==> src/rtl/pmpbt_pkg.sv <==
package pmpbt_pkg;

   localparam int COLUMNS   = 8;
   localparam int WINDOW    = 21;
   localparam int ADC_BITS  = 10;

   localparam int COL_W     = 3;
   localparam int POT_W     = 10;
   localparam int PITCH_W   = 7;
   localparam int DEB_W     = 10;
   localparam int TIME_W    = 32;
   localparam int WIN_W     = $clog2(WINDOW + 1);
   localparam int MEM_DEPTH = COLUMNS * WINDOW;
   localparam int MEM_AW    = $clog2(MEM_DEPTH);
   localparam int NUM_W     = POT_W + PITCH_W;
   localparam int DCNT_W    = $clog2(NUM_W + 1);
   localparam int CSR_AW    = 2;

   localparam logic [POT_W-1:0]   RST_MAX_POT   = POT_W'(550);
   localparam logic [PITCH_W-1:0] RST_MAX_PITCH = PITCH_W'(127);
   localparam logic [DEB_W-1:0]   RST_DEBOUNCE  = DEB_W'(50);

   typedef enum logic [CSR_AW-1:0] {
      CSR_MAX_POT   = 2'd0,
      CSR_MAX_PITCH = 2'd1,
      CSR_DEBOUNCE  = 2'd2
   } csr_index_type;

   typedef struct packed {
      logic [COL_W-1:0]    column_index;
      logic [ADC_BITS-1:0] sample_a;
      logic [ADC_BITS-1:0] sample_b;
      logic [ADC_BITS-1:0] sample_c;
      logic                button_level;
      logic [TIME_W-1:0]   now_ms;
   } req_word_type;

   typedef struct packed {
      logic [COL_W-1:0]   column_out;
      logic [PITCH_W-1:0] pitch;
      logic [POT_W-1:0]   pot_level;
      logic               enabled;
   } rsp_word_type;

endpackage

==> src/rtl/pot_median_pitch_and_button_toggle.sv <==
// per-column pot smoothing, pitch mapping and debounced on/off toggle
//
// req channel: one word per column scan (column, three adc samples, button
// level, ms timestamp). req_stall is high while a word is being worked on;
// a new word is taken only when the sequencer is idle.
// rsp channel: one word per scan (column, held pitch, held pot level,
// enabled flag), held in an output register until rsp_stall drops. a
// finished word waits in the last step while the output register is full.
// csr channel: valid/ready write port, always ready; writes are meant to
// happen while the block is idle.
// steps from the accepting edge to rsp_valid: write, load, rank, decide,
// map and finish; load and rank sweep the window, whose fill after the
// push is 3..21. decide waits for the deadband division, which starts on
// accept. a median inside the deadband skips the map step. the sequencer
// goes back to idle after finish, so a new word is taken only once the
// last one is through.
// reset is synchronous: all but the datapath registers go to their defaults, all windows empty,
// enabled flags set. the sample memory needs no clearing pass since only
// written entries are ever read.
module pot_median_pitch_and_button_toggle
   import pmpbt_pkg::*;
(
   input  logic               clock,
   input  logic               reset,
   input  logic               req_valid,
   output logic               req_stall,
   input  req_word_type       req_word,
   output logic               rsp_valid,
   input  logic               rsp_stall,
   output rsp_word_type       rsp_word,
   input  logic               csr_valid,
   output logic               csr_ready,
   input  logic [CSR_AW-1:0]  csr_index,
   input  logic [POT_W-1:0]   csr_wdata
);

   typedef enum logic [2:0] {
      ST_IDLE, ST_WRITE, ST_LOAD, ST_RANK, ST_DECIDE, ST_MAP, ST_FINISH
   } state_type;

   state_type state_ff, state_in;
   req_word_type item_ff, item_in;
   logic [WIN_W-1:0]   cnt_ff, cnt_in;
   logic [WIN_W-1:0]   n_ff, n_in;
   logic [MEM_AW-1:0]  base_ff, base_in;
   logic [ADC_BITS-1:0] med_ff, med_in;

   // bit-serial restoring divider
   logic [NUM_W-1:0]   num_ff, num_in;
   logic [POT_W-1:0]   rem_ff, rem_in;
   logic [POT_W-1:0]   den_ff, den_in;
   logic [DCNT_W-1:0]  dcnt_ff, dcnt_in;

   logic [ADC_BITS-1:0] local_ff [WINDOW];
   logic [ADC_BITS-1:0] local_in [WINDOW];

   logic [WIN_W-1:0]   wcnt_ff [COLUMNS];
   logic [WIN_W-1:0]   wcnt_in [COLUMNS];
   logic [WIN_W-1:0]   head_ff [COLUMNS];
   logic [WIN_W-1:0]   head_in [COLUMNS];
   logic [POT_W-1:0]   hpot_ff [COLUMNS];
   logic [POT_W-1:0]   hpot_in [COLUMNS];
   logic [PITCH_W-1:0] hpitch_ff [COLUMNS];
   logic [PITCH_W-1:0] hpitch_in [COLUMNS];
   logic [COLUMNS-1:0] en_ff, en_in;
   logic [COLUMNS-1:0] stable_ff, stable_in;
   logic [TIME_W-1:0]  ctime_ff [COLUMNS];
   logic [TIME_W-1:0]  ctime_in [COLUMNS];

   logic [POT_W-1:0]   mpv_ff, mpv_in;
   logic [PITCH_W-1:0] maxp_ff, maxp_in;
   logic [DEB_W-1:0]   deb_ff, deb_in;

   logic               rsp_valid_ff, rsp_valid_in;
   rsp_word_type       rsp_word_ff, rsp_word_in;

   // sample memory
   logic [ADC_BITS-1:0] mem [MEM_DEPTH];
   logic [ADC_BITS-1:0] rd_ff;
   logic                mem_we;
   logic [MEM_AW-1:0]   mem_waddr;
   logic [ADC_BITS-1:0] mem_wdata;
   logic [MEM_AW-1:0]   mem_raddr;

   always_ff @(posedge clock) begin
      if (mem_we) begin
         mem[mem_waddr] <= mem_wdata;
      end
      rd_ff <= mem[mem_raddr];
   end

   logic [COL_W-1:0]  col;
   logic [POT_W:0]    rem_shift;
   logic              div_ge;
   logic [WINDOW-1:0] less_vec, eq_vec;
   logic [WIN_W-1:0]  less_cnt, eq_cnt, med_pos;
   logic [NUM_W-1:0]  deadband;
   logic [POT_W-1:0]  diff;
   logic [TIME_W-1:0] elapsed;
   logic [WIN_W:0]    fill_sum;

   assign col       = item_ff.column_index;
   assign req_stall = (state_ff != ST_IDLE);
   assign csr_ready = 1'b1;
   assign rsp_valid = rsp_valid_ff;
   assign rsp_word  = rsp_word_ff;

   assign rem_shift = {rem_ff, num_ff[NUM_W-1]};
   assign div_ge    = (rem_shift >= {1'b0, den_ff});
   assign med_pos   = n_ff >> 1;
   assign less_cnt  = WIN_W'($countones(less_vec));
   assign eq_cnt    = WIN_W'($countones(eq_vec));
   assign deadband  = (maxp_ff == '0) ? '0 : num_ff;
   assign diff      = (hpot_ff[col] > med_ff) ? hpot_ff[col] - med_ff
                                              : med_ff - hpot_ff[col];
   assign elapsed   = item_ff.now_ms - ctime_ff[col];
   assign fill_sum  = {1'b0, wcnt_ff[req_word.column_index]} + (WIN_W+1)'(3);

   always_comb begin
      for (int j = 0; j < WINDOW; j++) begin
         less_vec[j] = (WIN_W'(j) < n_ff) && (local_ff[j] < rd_ff);
         eq_vec[j]   = (WIN_W'(j) < n_ff) && (local_ff[j] == rd_ff);
      end
   end

   always_comb begin
      state_in     = state_ff;
      item_in      = item_ff;
      cnt_in       = cnt_ff;
      n_in         = n_ff;
      base_in      = base_ff;
      med_in       = med_ff;
      num_in       = num_ff;
      rem_in       = rem_ff;
      den_in       = den_ff;
      dcnt_in      = dcnt_ff;
      local_in     = local_ff;
      wcnt_in      = wcnt_ff;
      head_in      = head_ff;
      hpot_in      = hpot_ff;
      hpitch_in    = hpitch_ff;
      en_in        = en_ff;
      stable_in    = stable_ff;
      ctime_in     = ctime_ff;
      mpv_in       = mpv_ff;
      maxp_in      = maxp_ff;
      deb_in       = deb_ff;
      rsp_valid_in = rsp_valid_ff & rsp_stall;
      rsp_word_in  = rsp_word_ff;
      mem_we       = 1'b0;
      mem_waddr    = base_ff + MEM_AW'(head_ff[col]);
      mem_wdata    = item_ff.sample_a;
      mem_raddr    = base_ff + MEM_AW'(cnt_ff);

      // divider step runs whenever a division is in flight
      if (dcnt_ff != '0) begin
         rem_in  = div_ge ? POT_W'(rem_shift - {1'b0, den_ff}) : POT_W'(rem_shift);
         num_in  = {num_ff[NUM_W-2:0], div_ge};
         dcnt_in = dcnt_ff - DCNT_W'(1);
      end

      if (csr_valid) begin
         case (csr_index)
            CSR_MAX_POT:   mpv_in  = csr_wdata;
            CSR_MAX_PITCH: maxp_in = PITCH_W'(csr_wdata);
            CSR_DEBOUNCE:  deb_in  = DEB_W'(csr_wdata);
            default: ;
         endcase
      end

      case (state_ff)
         ST_IDLE: begin
            if (req_valid) begin
               item_in  = req_word;
               base_in  = MEM_AW'(req_word.column_index) * MEM_AW'(WINDOW);
               n_in     = (fill_sum > (WIN_W+1)'(WINDOW)) ? WIN_W'(WINDOW)
                                                          : WIN_W'(fill_sum);
               wcnt_in[req_word.column_index] = n_in;
               cnt_in   = '0;
               // deadband division overlaps the window sweeps
               num_in   = NUM_W'(mpv_ff);
               rem_in   = '0;
               den_in   = POT_W'(maxp_ff);
               dcnt_in  = DCNT_W'(NUM_W);
               state_in = ST_WRITE;
            end
         end
         ST_WRITE: begin
            mem_we = 1'b1;
            case (cnt_ff)
               WIN_W'(0): mem_wdata = item_ff.sample_a;
               WIN_W'(1): mem_wdata = item_ff.sample_b;
               default:   mem_wdata = item_ff.sample_c;
            endcase
            head_in[col] = (head_ff[col] == WIN_W'(WINDOW - 1)) ? '0
                                                                : head_ff[col] + WIN_W'(1);
            cnt_in = cnt_ff + WIN_W'(1);
            if (cnt_ff == WIN_W'(2)) begin
               cnt_in   = '0;
               state_in = ST_LOAD;
            end
         end
         ST_LOAD: begin
            // read issued at cnt, data lands in rd_ff on the next cycle
            if (cnt_ff != '0) begin
               local_in[cnt_ff - WIN_W'(1)] = rd_ff;
            end
            cnt_in = cnt_ff + WIN_W'(1);
            if (cnt_ff == n_ff) begin
               cnt_in   = '0;
               state_in = ST_RANK;
            end
         end
         ST_RANK: begin
            if (cnt_ff != '0 && less_cnt <= med_pos
                && (less_cnt + eq_cnt) > med_pos) begin
               med_in = rd_ff;
            end
            cnt_in = cnt_ff + WIN_W'(1);
            if (cnt_ff == n_ff) begin
               state_in = ST_DECIDE;
            end
         end
         ST_DECIDE: begin
            if (dcnt_ff == '0) begin
               if (NUM_W'(diff) >= deadband) begin
                  hpot_in[col] = med_ff;
                  num_in   = NUM_W'(med_ff) * NUM_W'(maxp_ff);
                  rem_in   = '0;
                  den_in   = (mpv_ff == '0) ? POT_W'(1) : mpv_ff;
                  dcnt_in  = DCNT_W'(NUM_W);
                  state_in = ST_MAP;
               end else begin
                  state_in = ST_FINISH;
               end
            end
         end
         ST_MAP: begin
            if (dcnt_ff == '0) begin
               hpitch_in[col] = (num_ff >= NUM_W'(maxp_ff)) ? '0
                                : maxp_ff - PITCH_W'(num_ff);
               state_in = ST_FINISH;
            end
         end
         ST_FINISH: begin
            if (!rsp_valid_ff || !rsp_stall) begin
               // debounced button: rising edge toggles the column
               if (stable_ff[col] != item_ff.button_level
                   && elapsed > TIME_W'(deb_ff)) begin
                  stable_in[col] = item_ff.button_level;
                  ctime_in[col]  = item_ff.now_ms;
                  if (item_ff.button_level) begin
                     en_in[col] = ~en_ff[col];
                  end
               end
               rsp_valid_in           = 1'b1;
               rsp_word_in.column_out = col;
               rsp_word_in.pitch      = hpitch_ff[col];
               rsp_word_in.pot_level  = hpot_ff[col];
               rsp_word_in.enabled    = en_in[col];
               state_in               = ST_IDLE;
            end
         end
         default: state_in = ST_IDLE;
      endcase
   end

   always_ff @(posedge clock) begin
      if (reset) begin
         state_ff     <= ST_IDLE;
         dcnt_ff      <= '0;
         cnt_ff       <= '0;
         mpv_ff       <= RST_MAX_POT;
         maxp_ff      <= RST_MAX_PITCH;
         deb_ff       <= RST_DEBOUNCE;
         rsp_valid_ff <= 1'b0;
         en_ff        <= '1;
         stable_ff    <= '0;
         for (int c = 0; c < COLUMNS; c++) begin
            wcnt_ff[c]   <= '0;
            head_ff[c]   <= '0;
            hpot_ff[c]   <= '0;
            hpitch_ff[c] <= '0;
            ctime_ff[c]  <= '0;
         end
      end else begin
         state_ff     <= state_in;
         dcnt_ff      <= dcnt_in;
         cnt_ff       <= cnt_in;
         mpv_ff       <= mpv_in;
         maxp_ff      <= maxp_in;
         deb_ff       <= deb_in;
         rsp_valid_ff <= rsp_valid_in;
         en_ff        <= en_in;
         stable_ff    <= stable_in;
         wcnt_ff      <= wcnt_in;
         head_ff      <= head_in;
         hpot_ff      <= hpot_in;
         hpitch_ff    <= hpitch_in;
         ctime_ff     <= ctime_in;
      end
      item_ff     <= item_in;
      n_ff        <= n_in;
      base_ff     <= base_in;
      med_ff      <= med_in;
      num_ff      <= num_in;
      rem_ff      <= rem_in;
      den_ff      <= den_in;
      local_ff    <= local_in;
      rsp_word_ff <= rsp_word_in;
   end

endmodule
==> config.mk <==
export PLATFORM = sky130hd
export DESIGN_NAME = pot_median_pitch_and_button_toggle
export DESIGN_NICKNAME = d
export VERILOG_FILES = /design/src/rtl/pmpbt_pkg.sv /design/src/rtl/pot_median_pitch_and_button_toggle.sv
export SDC_FILE = /design/constraint.sdc
export NUM_CORES = 2
export LEC_CHECK = 0
export ABC_CLOCK_PERIOD_IN_PS = 12200
export BUFFER_PORTS_ARGS = -buffer_cell sky130_fd_sc_hd__buf_2
export CORE_ASPECT_RATIO = 1.25
export CORE_MARGIN = 3
export CORE_UTILIZATION = 57
export DETAILED_ROUTE_END_ITERATION = 12
export PLACE_DENSITY = 0.76
export SYNTH_ARGS = -nofsm -noshare
export SYNTH_HDL_FRONTEND = slang
export SYNTH_SLANG_ARGS = --single-unit
==> constraint.sdc <==
create_clock -name clock -period 12.2 [get_ports clock]
set_clock_uncertainty 0.1 [all_clocks]
set_input_delay 0.61 -clock clock [delete_from_list [all_inputs] [get_ports clock]]
set_output_delay 0.61 -clock clock [all_outputs]
set_load 0.02 [all_outputs]
## Word level (Yosys, flattened, before mapping)

Memory sizes are Yosys's and may differ from the RTL's. A register that Yosys moved wholly into a read port is not among the register bits.
Cells that the tools add are included.

| storage, ports and cells | value |
|---|---|
| register bits after elaboration | 886 |
| memory bits (writable) | 1680 |
| input bits | 83 |
| output and inout port bits | 24 |
| memories kept | 1 |

| operators by class | value |
|---|---|
| add/subtract/negate cells | 53 |
| $mul | 2 |
| $lt $le $gt $ge | 58 |
| equal/unequal tests | 42 |
| mux-type cells | 93 |
| bitwise gates (word level) | 5 |
| reduce and logical (&&, ||, !) cells | 76 |

Memory list:

| memory | words | bits a word | rd ports | clocked after Yosys merged registers in | wr ports | line | RTL |
|---|---|---|---|---|---|---|---|
| mem | 168 | 10 | 1 | 1 | 1 | pot_median_pitch_and_button_toggle.sv:78 | `logic [ADC_BITS-1:0] mem [MEM_DEPTH];` |

Operator list:

| cell | number |
|---|---|
| 256-bit bitwise mux | 1 |
| 210-bit bitwise mux | 1 |
| 10-bit == test | 21 |
| 10-bit < comparator | 21 |
| 10-bit two-way mux | 15 |
| 32-bit binary-select mux with 3-bit select | 1 |
| 32-bit demux with 3-bit select | 1 |
| 32-bit two-way mux | 3 |
| 17-bit two-way mux | 5 |
| 40-bit bitwise mux | 2 |
| 80-bit bitwise mux | 1 |
| 5-bit two-way mux | 15 |
| 10-bit case mux with 2 select lines | 3 |
| 56-bit bitwise mux | 1 |
| 10-bit demux with 5-bit select | 1 |
| 1-bit logical AND | 49 |
| 1-bit by 1-bit adder with 2-bit output | 20 |
| 4-bit by 5-bit < comparator with 1-bit output, first input constant | 8 |
| 17-bit case mux with 2 select lines | 1 |
| 32-bit by 10-bit greater-than comparator with 1-bit output | 1 |
| 8-bit two-way mux | 4 |
| 32-bit subtractor | 1 |
| 2-bit by 2-bit adder with 3-bit output | 10 |
| 10-bit binary-select mux with 3-bit select | 1 |
| other kinds (75) | 142 |

## Depth between registers and ports, before layout

| depth | value |
|---|---|
| depth after elaboration | 12 |
| depth in mapped cells | 40 |

## Worst setup path before layout

OpenSTA, ideal clock, no wires.

| timing | value |
|---|---|
| path type | register to register |
| start | reg rd_ff[1], read port of mem |
| end | reg med_ff[0] (enable) |
| setup time | 434 ps |
| data arrival time | 11289 ps |
| data required time | 11666 ps |
| slack | 377 ps |
| stages on the path, launching flop included | 41 |
| clock period less this slack | 11823 ps |
| path through | dfxtp_1 > inv_1 > ha_1 > nor2b_1 > o21a_1 > o21a_1 > o21a_1 > o21ai_0 > nand2b_1 > a21oi_1 > nor2b_1 > o21ai_0 > nand2b_1 > a221oi_1 > fa_1 > fa_1 > fa_1 > fa_1 > (+5 left out) > fa_1 > inv_1 > fa_1 > inv_1 > fa_1 > fa_1 > inv_1 > ha_1 > inv_1 > fa_1 > inv_1 > ha_1 > nor2b_1 > o21ai_0 > nand2b_1 > a21oi_1 > a41o_1 > a2111oi_0 |

| between the ends | value |
|---|---|
| word-level cells in the longest chain between the ends | 11 |
| elaborated cells on any way between the ends | 130 |

Ends and longest elaborated chain:

| item | line | RTL |
|---|---|---|
| start: declaration | pot_median_pitch_and_button_toggle.sv:79 | `logic [ADC_BITS-1:0] rd_ff;` |
| 10-bit < comparator / 10-bit == test (equally long branches) | pot_median_pitch_and_button_toggle.sv:121, pot_median_pitch_and_button_toggle.sv:122 |  |
| 1-bit logical AND (on tied branches) | pot_median_pitch_and_button_toggle.sv:121, pot_median_pitch_and_button_toggle.sv:122 |  |
| 1-bit by 1-bit adder with 2-bit output (on tied branches) | pot_median_pitch_and_button_toggle.sv:111, pot_median_pitch_and_button_toggle.sv:112 |  |
| 2-bit by 2-bit adder with 3-bit output (on tied branches) | pot_median_pitch_and_button_toggle.sv:111, pot_median_pitch_and_button_toggle.sv:112 |  |
| 3-bit by 3-bit adder with 4-bit output (on tied branches) | pot_median_pitch_and_button_toggle.sv:111, pot_median_pitch_and_button_toggle.sv:112 |  |
| 4-bit by 4-bit adder with 5-bit output (on tied branches) | pot_median_pitch_and_button_toggle.sv:111, pot_median_pitch_and_button_toggle.sv:112 |  |
| 5-bit by 4-bit adder with 5-bit output (on tied branches) | pot_median_pitch_and_button_toggle.sv:111, pot_median_pitch_and_button_toggle.sv:112 |  |
| 5-bit adder / 5-bit by 4-bit less-or-equal comparator with 1-bit output (equally long branches) | pot_median_pitch_and_button_toggle.sv:216, pot_median_pitch_and_button_toggle.sv:215 |  |
| 5-bit by 4-bit greater-than comparator with 1-bit output / 1-bit logical AND (equally long branches) | pot_median_pitch_and_button_toggle.sv:216, pot_median_pitch_and_button_toggle.sv:215 |  |
| 1-bit logical AND * | pot_median_pitch_and_button_toggle.sv:216 | `&& (less_cnt + eq_cnt) > med_pos) begin` |
| 2-bit AND reduction (no source line) * | n/a |  |
| end signal: assignment | pot_median_pitch_and_button_toggle.sv:305 | `med_ff <= med_in;` |
| end: declaration | pot_median_pitch_and_button_toggle.sv:46 | `logic [ADC_BITS-1:0] med_ff, med_in;` |

Every way passes the cells marked *; elsewhere a longest branch is shown, timed or not.
A chain may end at the register's enable or synchronous reset.

## Final worst setup path

| timing | value |
|---|---|
| start | reg rd_ff[1], read port of mem |
| end | reg med_ff[6] (enable) |

Same word-level chain as after synthesis.

==> results.txt <==
STA puts the critical path data required time at 12690 ps. The residual DRC count came out at 0. The die covers 201400 um^2. No sink is reached through more buffers than the 3 on the longest clock path.

Counting flops with a built-in enable in the synthesized netlist gives 2008. The share of the Yosys chip area taken by registers is 64.11%. The number of nets in the final layout was 8064; the number of DRC markers in iteration 0 was 8252. Across the VDD grid, the largest voltage drop is 0.0005502 V.

The HPWL after detailed placement is 175.1 mm. TritonCTS built the clock tree. The proportion of layout cells with a drive suffix above 1 came out at 15.97%.

Counting flops with an async set or reset pin after synthesis yields a share of 0%. The number of different library cells in the post-synthesis netlist is 83, and the ratio of total power to cell area is 251.1 nW/um^2. Relative to the synthesized area, the layout overhead comes to 11.18%.

STA puts the critical path data arrival time at 11540 ps. Clock-pin slew was measured on the worst setup and hold paths at 60 ps. The synthesized netlist cell count is 7390, and the largest fanout of any net on the critical path is 14. On the worst path, the slowest cell contributes a delay of 600 ps. The logs give 0 for the number of slew-limit violations in the final report and 0 for the count of endpoints failing hold in the final timing report.

The tool flagged a number of max-cap violations equal to 0. In this run the power spent charging and discharging nets is 11170 uW. After synthesis the cells add up to 111700 um^2. In this run the tightest slew margin relative to its limit is 17.64%. On the final layout, the worst hold slack is 71.43 ps. The tools report the total negative slack for setup checks as 0 ps.

Using the TritonRoute via totals, the vias-per-cell ratio works out to 6.551. The final route contains 67.42k vias. The cell-internal power is 20020 uW, and the share of power burned in the clock network is 25.4%. Sequential cells account for 34.0% of the total power. At the end of routability-driven placement, the weighted congestion stood at 0.9206. The chip height was 501.0 um.

Sorting the synthesized cells by how often they occur yields sky130_fd_sc_hd__edfxtp_1 (2008), sky130_fd_sc_hd__nor2_1 (659), sky130_fd_sc_hd__dfxtp_1 (566), sky130_fd_sc_hd__mux4_2 (538), sky130_fd_sc_hd__nand2_1 (454). Of all cell types, the one taking the most synthesized area is sky130_fd_sc_hd__edfxtp_1. The run finished with clean final reports. The worst setup path is launched from a flip-flop. In this run the post-CTS setup repair buffer count came out at 0. The number of flip-flops and latches in the synthesized netlist was 2574. The worst setup path is captured at a flip-flop. The tools report the via count of the first global-routing pass as 68.28k. The critical path is of the reg2reg type. The run gives 9 as the number of detailed-route iterations in the first pass. The boundary pin count is 107. The most used flip-flop cell after synthesis is sky130_fd_sc_hd__edfxtp_1.

In this run the clock root is driven by a sky130_fd_sc_hd__clkbuf_16. The count of nets left with antenna violations once routing finished came out at 0. Counting stages on the worst path, the most repeated cell is sky130_fd_sc_hd__fa_1.

The initialized floorplan defines 181 standard-cell rows. The utilization after layout was 63.78%. The count of buffers inserted at the top-level ports came out at 105.

Derived from the worst setup path, the maximum achievable clock frequency is 90.45 MHz. Setup violations remaining at the end of the flow were counted as 0. Dividing the detail-routed wire length by the instance count gives 28.48 um. Clock latency on the worst-skew pair, taken at its later pin, is 910 ps. Setup repair after global routing left no endpoint under its margin. Global-route wire length before repair: 439.8 mm.

The TritonCTS buffer count came out at 232. By area the synthesized netlist is led by sky130_fd_sc_hd__edfxtp_1 (54%), sky130_fd_sc_hd__mux4_2 (11%), sky130_fd_sc_hd__dfxtp_1 (10%). The analysis attributes to cell leakage a power of 0.04162 uW. The global-route usage over all layers was 29.00%; the pin count of the biggest net entering global routing was 169.

For this configuration, the core starts out at a cell density of 57.36%. Yosys printed 0 warnings. From left edge to right edge, the die measures 402.0 um.

Summed over all layers, the global routing overflow is 0. By instance count, the leading cell after synthesis is sky130_fd_sc_hd__edfxtp_1. For the synthesized net count, the log shows 7938. After detailed routing, the total wire length is 293.2 mm. Among all stages on the critical path, the largest delay is contributed by sky130_fd_sc_hd__inv_1.

The slew at the pin closest to its max-slew limit was 1235 ps; the minimum clock period after layout was 11060 ps. The final standard cell area without fillers is 124200 um^2. In this run the standard cell core region covers 194800 um^2. In this run, the combinational gates consume 40.6% of the power. The type of the tightest min-delay check was in2reg. The portion of the clock cycle consumed by the worst path in the final layout came out at 90.62%. The H-tree was split into 4 levels. The switching power share of the total is 35.81%, and the share of the synthesized area in the top cell type is 53.97%. After detailed placement, the total cell area comes to 115100 um^2. The number of clock sinks was 2574; the initial antenna violation count was 10. In this run the mean area of a mapped cell was 15.12 um^2.
==> final timing paths <==
kind	startpoint	end	slack [ps]	cells past startpoint
worst max-delay path	rd_ff[1]	med_ff[6]	1140	41
worst min-delay path	reset	ctime_ff[71]	70	2
worst max register to register	rd_ff[1]	med_ff[6]	1140	41
worst min register to register	hpot_ff[47]	hpot_ff[47]	360	2
==> worst max-delay path: cells and delay by family (launching register included) <==
family | cells | cell delay, ps
AOI/OAI and AO/OA | 11 | 2020
buffers and inverters | 10 | 1310
and+or+nand+nor | 6 | 550
adders and majority gates | 14 | 6490
DFF | 1 | 310
==> registers in the layout, indices dropped and copies added, names as in the netlist, 17 cells and up <==
signal / cells
num_ff: 17
ctime_ff: 256
mem: 1680
local_ff: 210
rsp_word: 21
head_ff: 40
hpot_ff: 80
wcnt_ff: 40
hpitch_ff: 56
item_ff: 63
==> cell usage in the layout (no fill, tap or decap), types with 44 or more instances in the layout <==
| cell type | Yosys | routed |
|---|---|---|
| sky130_fd_sc_hd__a21oi_1 | 248 | 246 |
| sky130_fd_sc_hd__dlygate4sd3_1 | 0 | 74 |
| sky130_fd_sc_hd__a22oi_1 | 175 | 175 |
| sky130_fd_sc_hd__edfxtp_1 | 2008 | 2008 |
| sky130_fd_sc_hd__buf_4 | 26 | 117 |
| sky130_fd_sc_hd__a31o_1 | 134 | 134 |
| sky130_fd_sc_hd__nand2b_1 | 46 | 46 |
| sky130_fd_sc_hd__mux4_2 | 538 | 538 |
| sky130_fd_sc_hd__a211oi_1 | 94 | 94 |
| sky130_fd_sc_hd__fa_1 | 77 | 76 |
| sky130_fd_sc_hd__clkbuf_16 | 0 | 232 |
| sky130_fd_sc_hd__o21ai_0 | 130 | 120 |
| sky130_fd_sc_hd__mux2i_1 | 284 | 284 |
| sky130_fd_sc_hd__dfxtp_1 | 566 | 565 |
| sky130_fd_sc_hd__nor2_1 | 659 | 656 |
| sky130_fd_sc_hd__xnor2_1 | 52 | 48 |
| sky130_fd_sc_hd__nand4_1 | 67 | 67 |
| sky130_fd_sc_hd__nor2b_1 | 78 | 77 |
| sky130_fd_sc_hd__ha_1 | 388 | 387 |
| sky130_fd_sc_hd__nand3_1 | 50 | 48 |
| sky130_fd_sc_hd__nor3_1 | 202 | 201 |
| sky130_fd_sc_hd__nand2_1 | 454 | 449 |
| sky130_fd_sc_hd__bufinv_16 | 0 | 44 |
| sky130_fd_sc_hd__buf_2 | 32 | 104 |
| sky130_fd_sc_hd__a21o_1 | 45 | 45 |
| sky130_fd_sc_hd__inv_1 | 224 | 224 |
| sky130_fd_sc_hd__o21a_1 | 52 | 52 |
==> final cells by class <==
class,count,area (um^2)
flip-flops and latches,2574,71630
fillers,13360,70540
multi-input cells,4180,37870
clock buffers,284,6121
well taps,2562,3206
repair buffers,302,2275
clock inverters,156,2247
inverters,226,853.3
diodes,8,20.02
==> timing repair <==
action                                  4_1_cts  5_1_grt
hold endpoints to repair                     91        0
endpoints found under the setup margin        0        0
hold buffers                                 74        0
resized for setup                             0        0
==> per-layer routing <==
metal / GRT usage, % / vias up / share of wire [%]
li1: - / 28860 / -
met2: 49.03 / 3619 / 50
met5: 0 / - / 0.0044
met4: 14.42 / 2 / 5.4
met1: 36.64 / 34140 / 36
met3: 4.612 / 797 / 8.2
==> logic make-up (layout without fill, tap and decap cells) <==
group	after synthesis	in the layout	share of synthesized area, %
XOR/XNOR	88	88	0.6899
buffers and inverters	636	968	2.260
multiplexers	836	836	13.53
adder cells (fa/ha/maj)	465	465	5.725
AND/OR/NAND/NOR	1678	1678	6.741
flip-flops	2574	2574	64.11
other	1	9	0.003356
AO/OA/AOI/OAI	1112	1112	6.939
==> power by group through the flow <==
stage | combinational (uW) | clock [uW] | sequential (uW)
floorplan | 8650 | 0 | 11000
CTS | 12700 | 8000 | 10600
global route | 13900 | 8300 | 10600
detailed placement | 12500 | 0 | 10800
global placement | 12300 | 0 | 10800
finish | 12700 | 7920 | 10600
==> metrics by stage <==
stage          cells  worst slack, ps  total power (uW)
3_5_place_dp    9770             1089             23290
6_report       10290             1144             31200
4_1_cts        10280             1070             31320
5_1_grt        10290            461.4             32820
3_3_place_gp    9770             1101             23070
2_1_floorplan   7390            376.6             19700
Note: power is estimated with default switching activity, not from simulation.
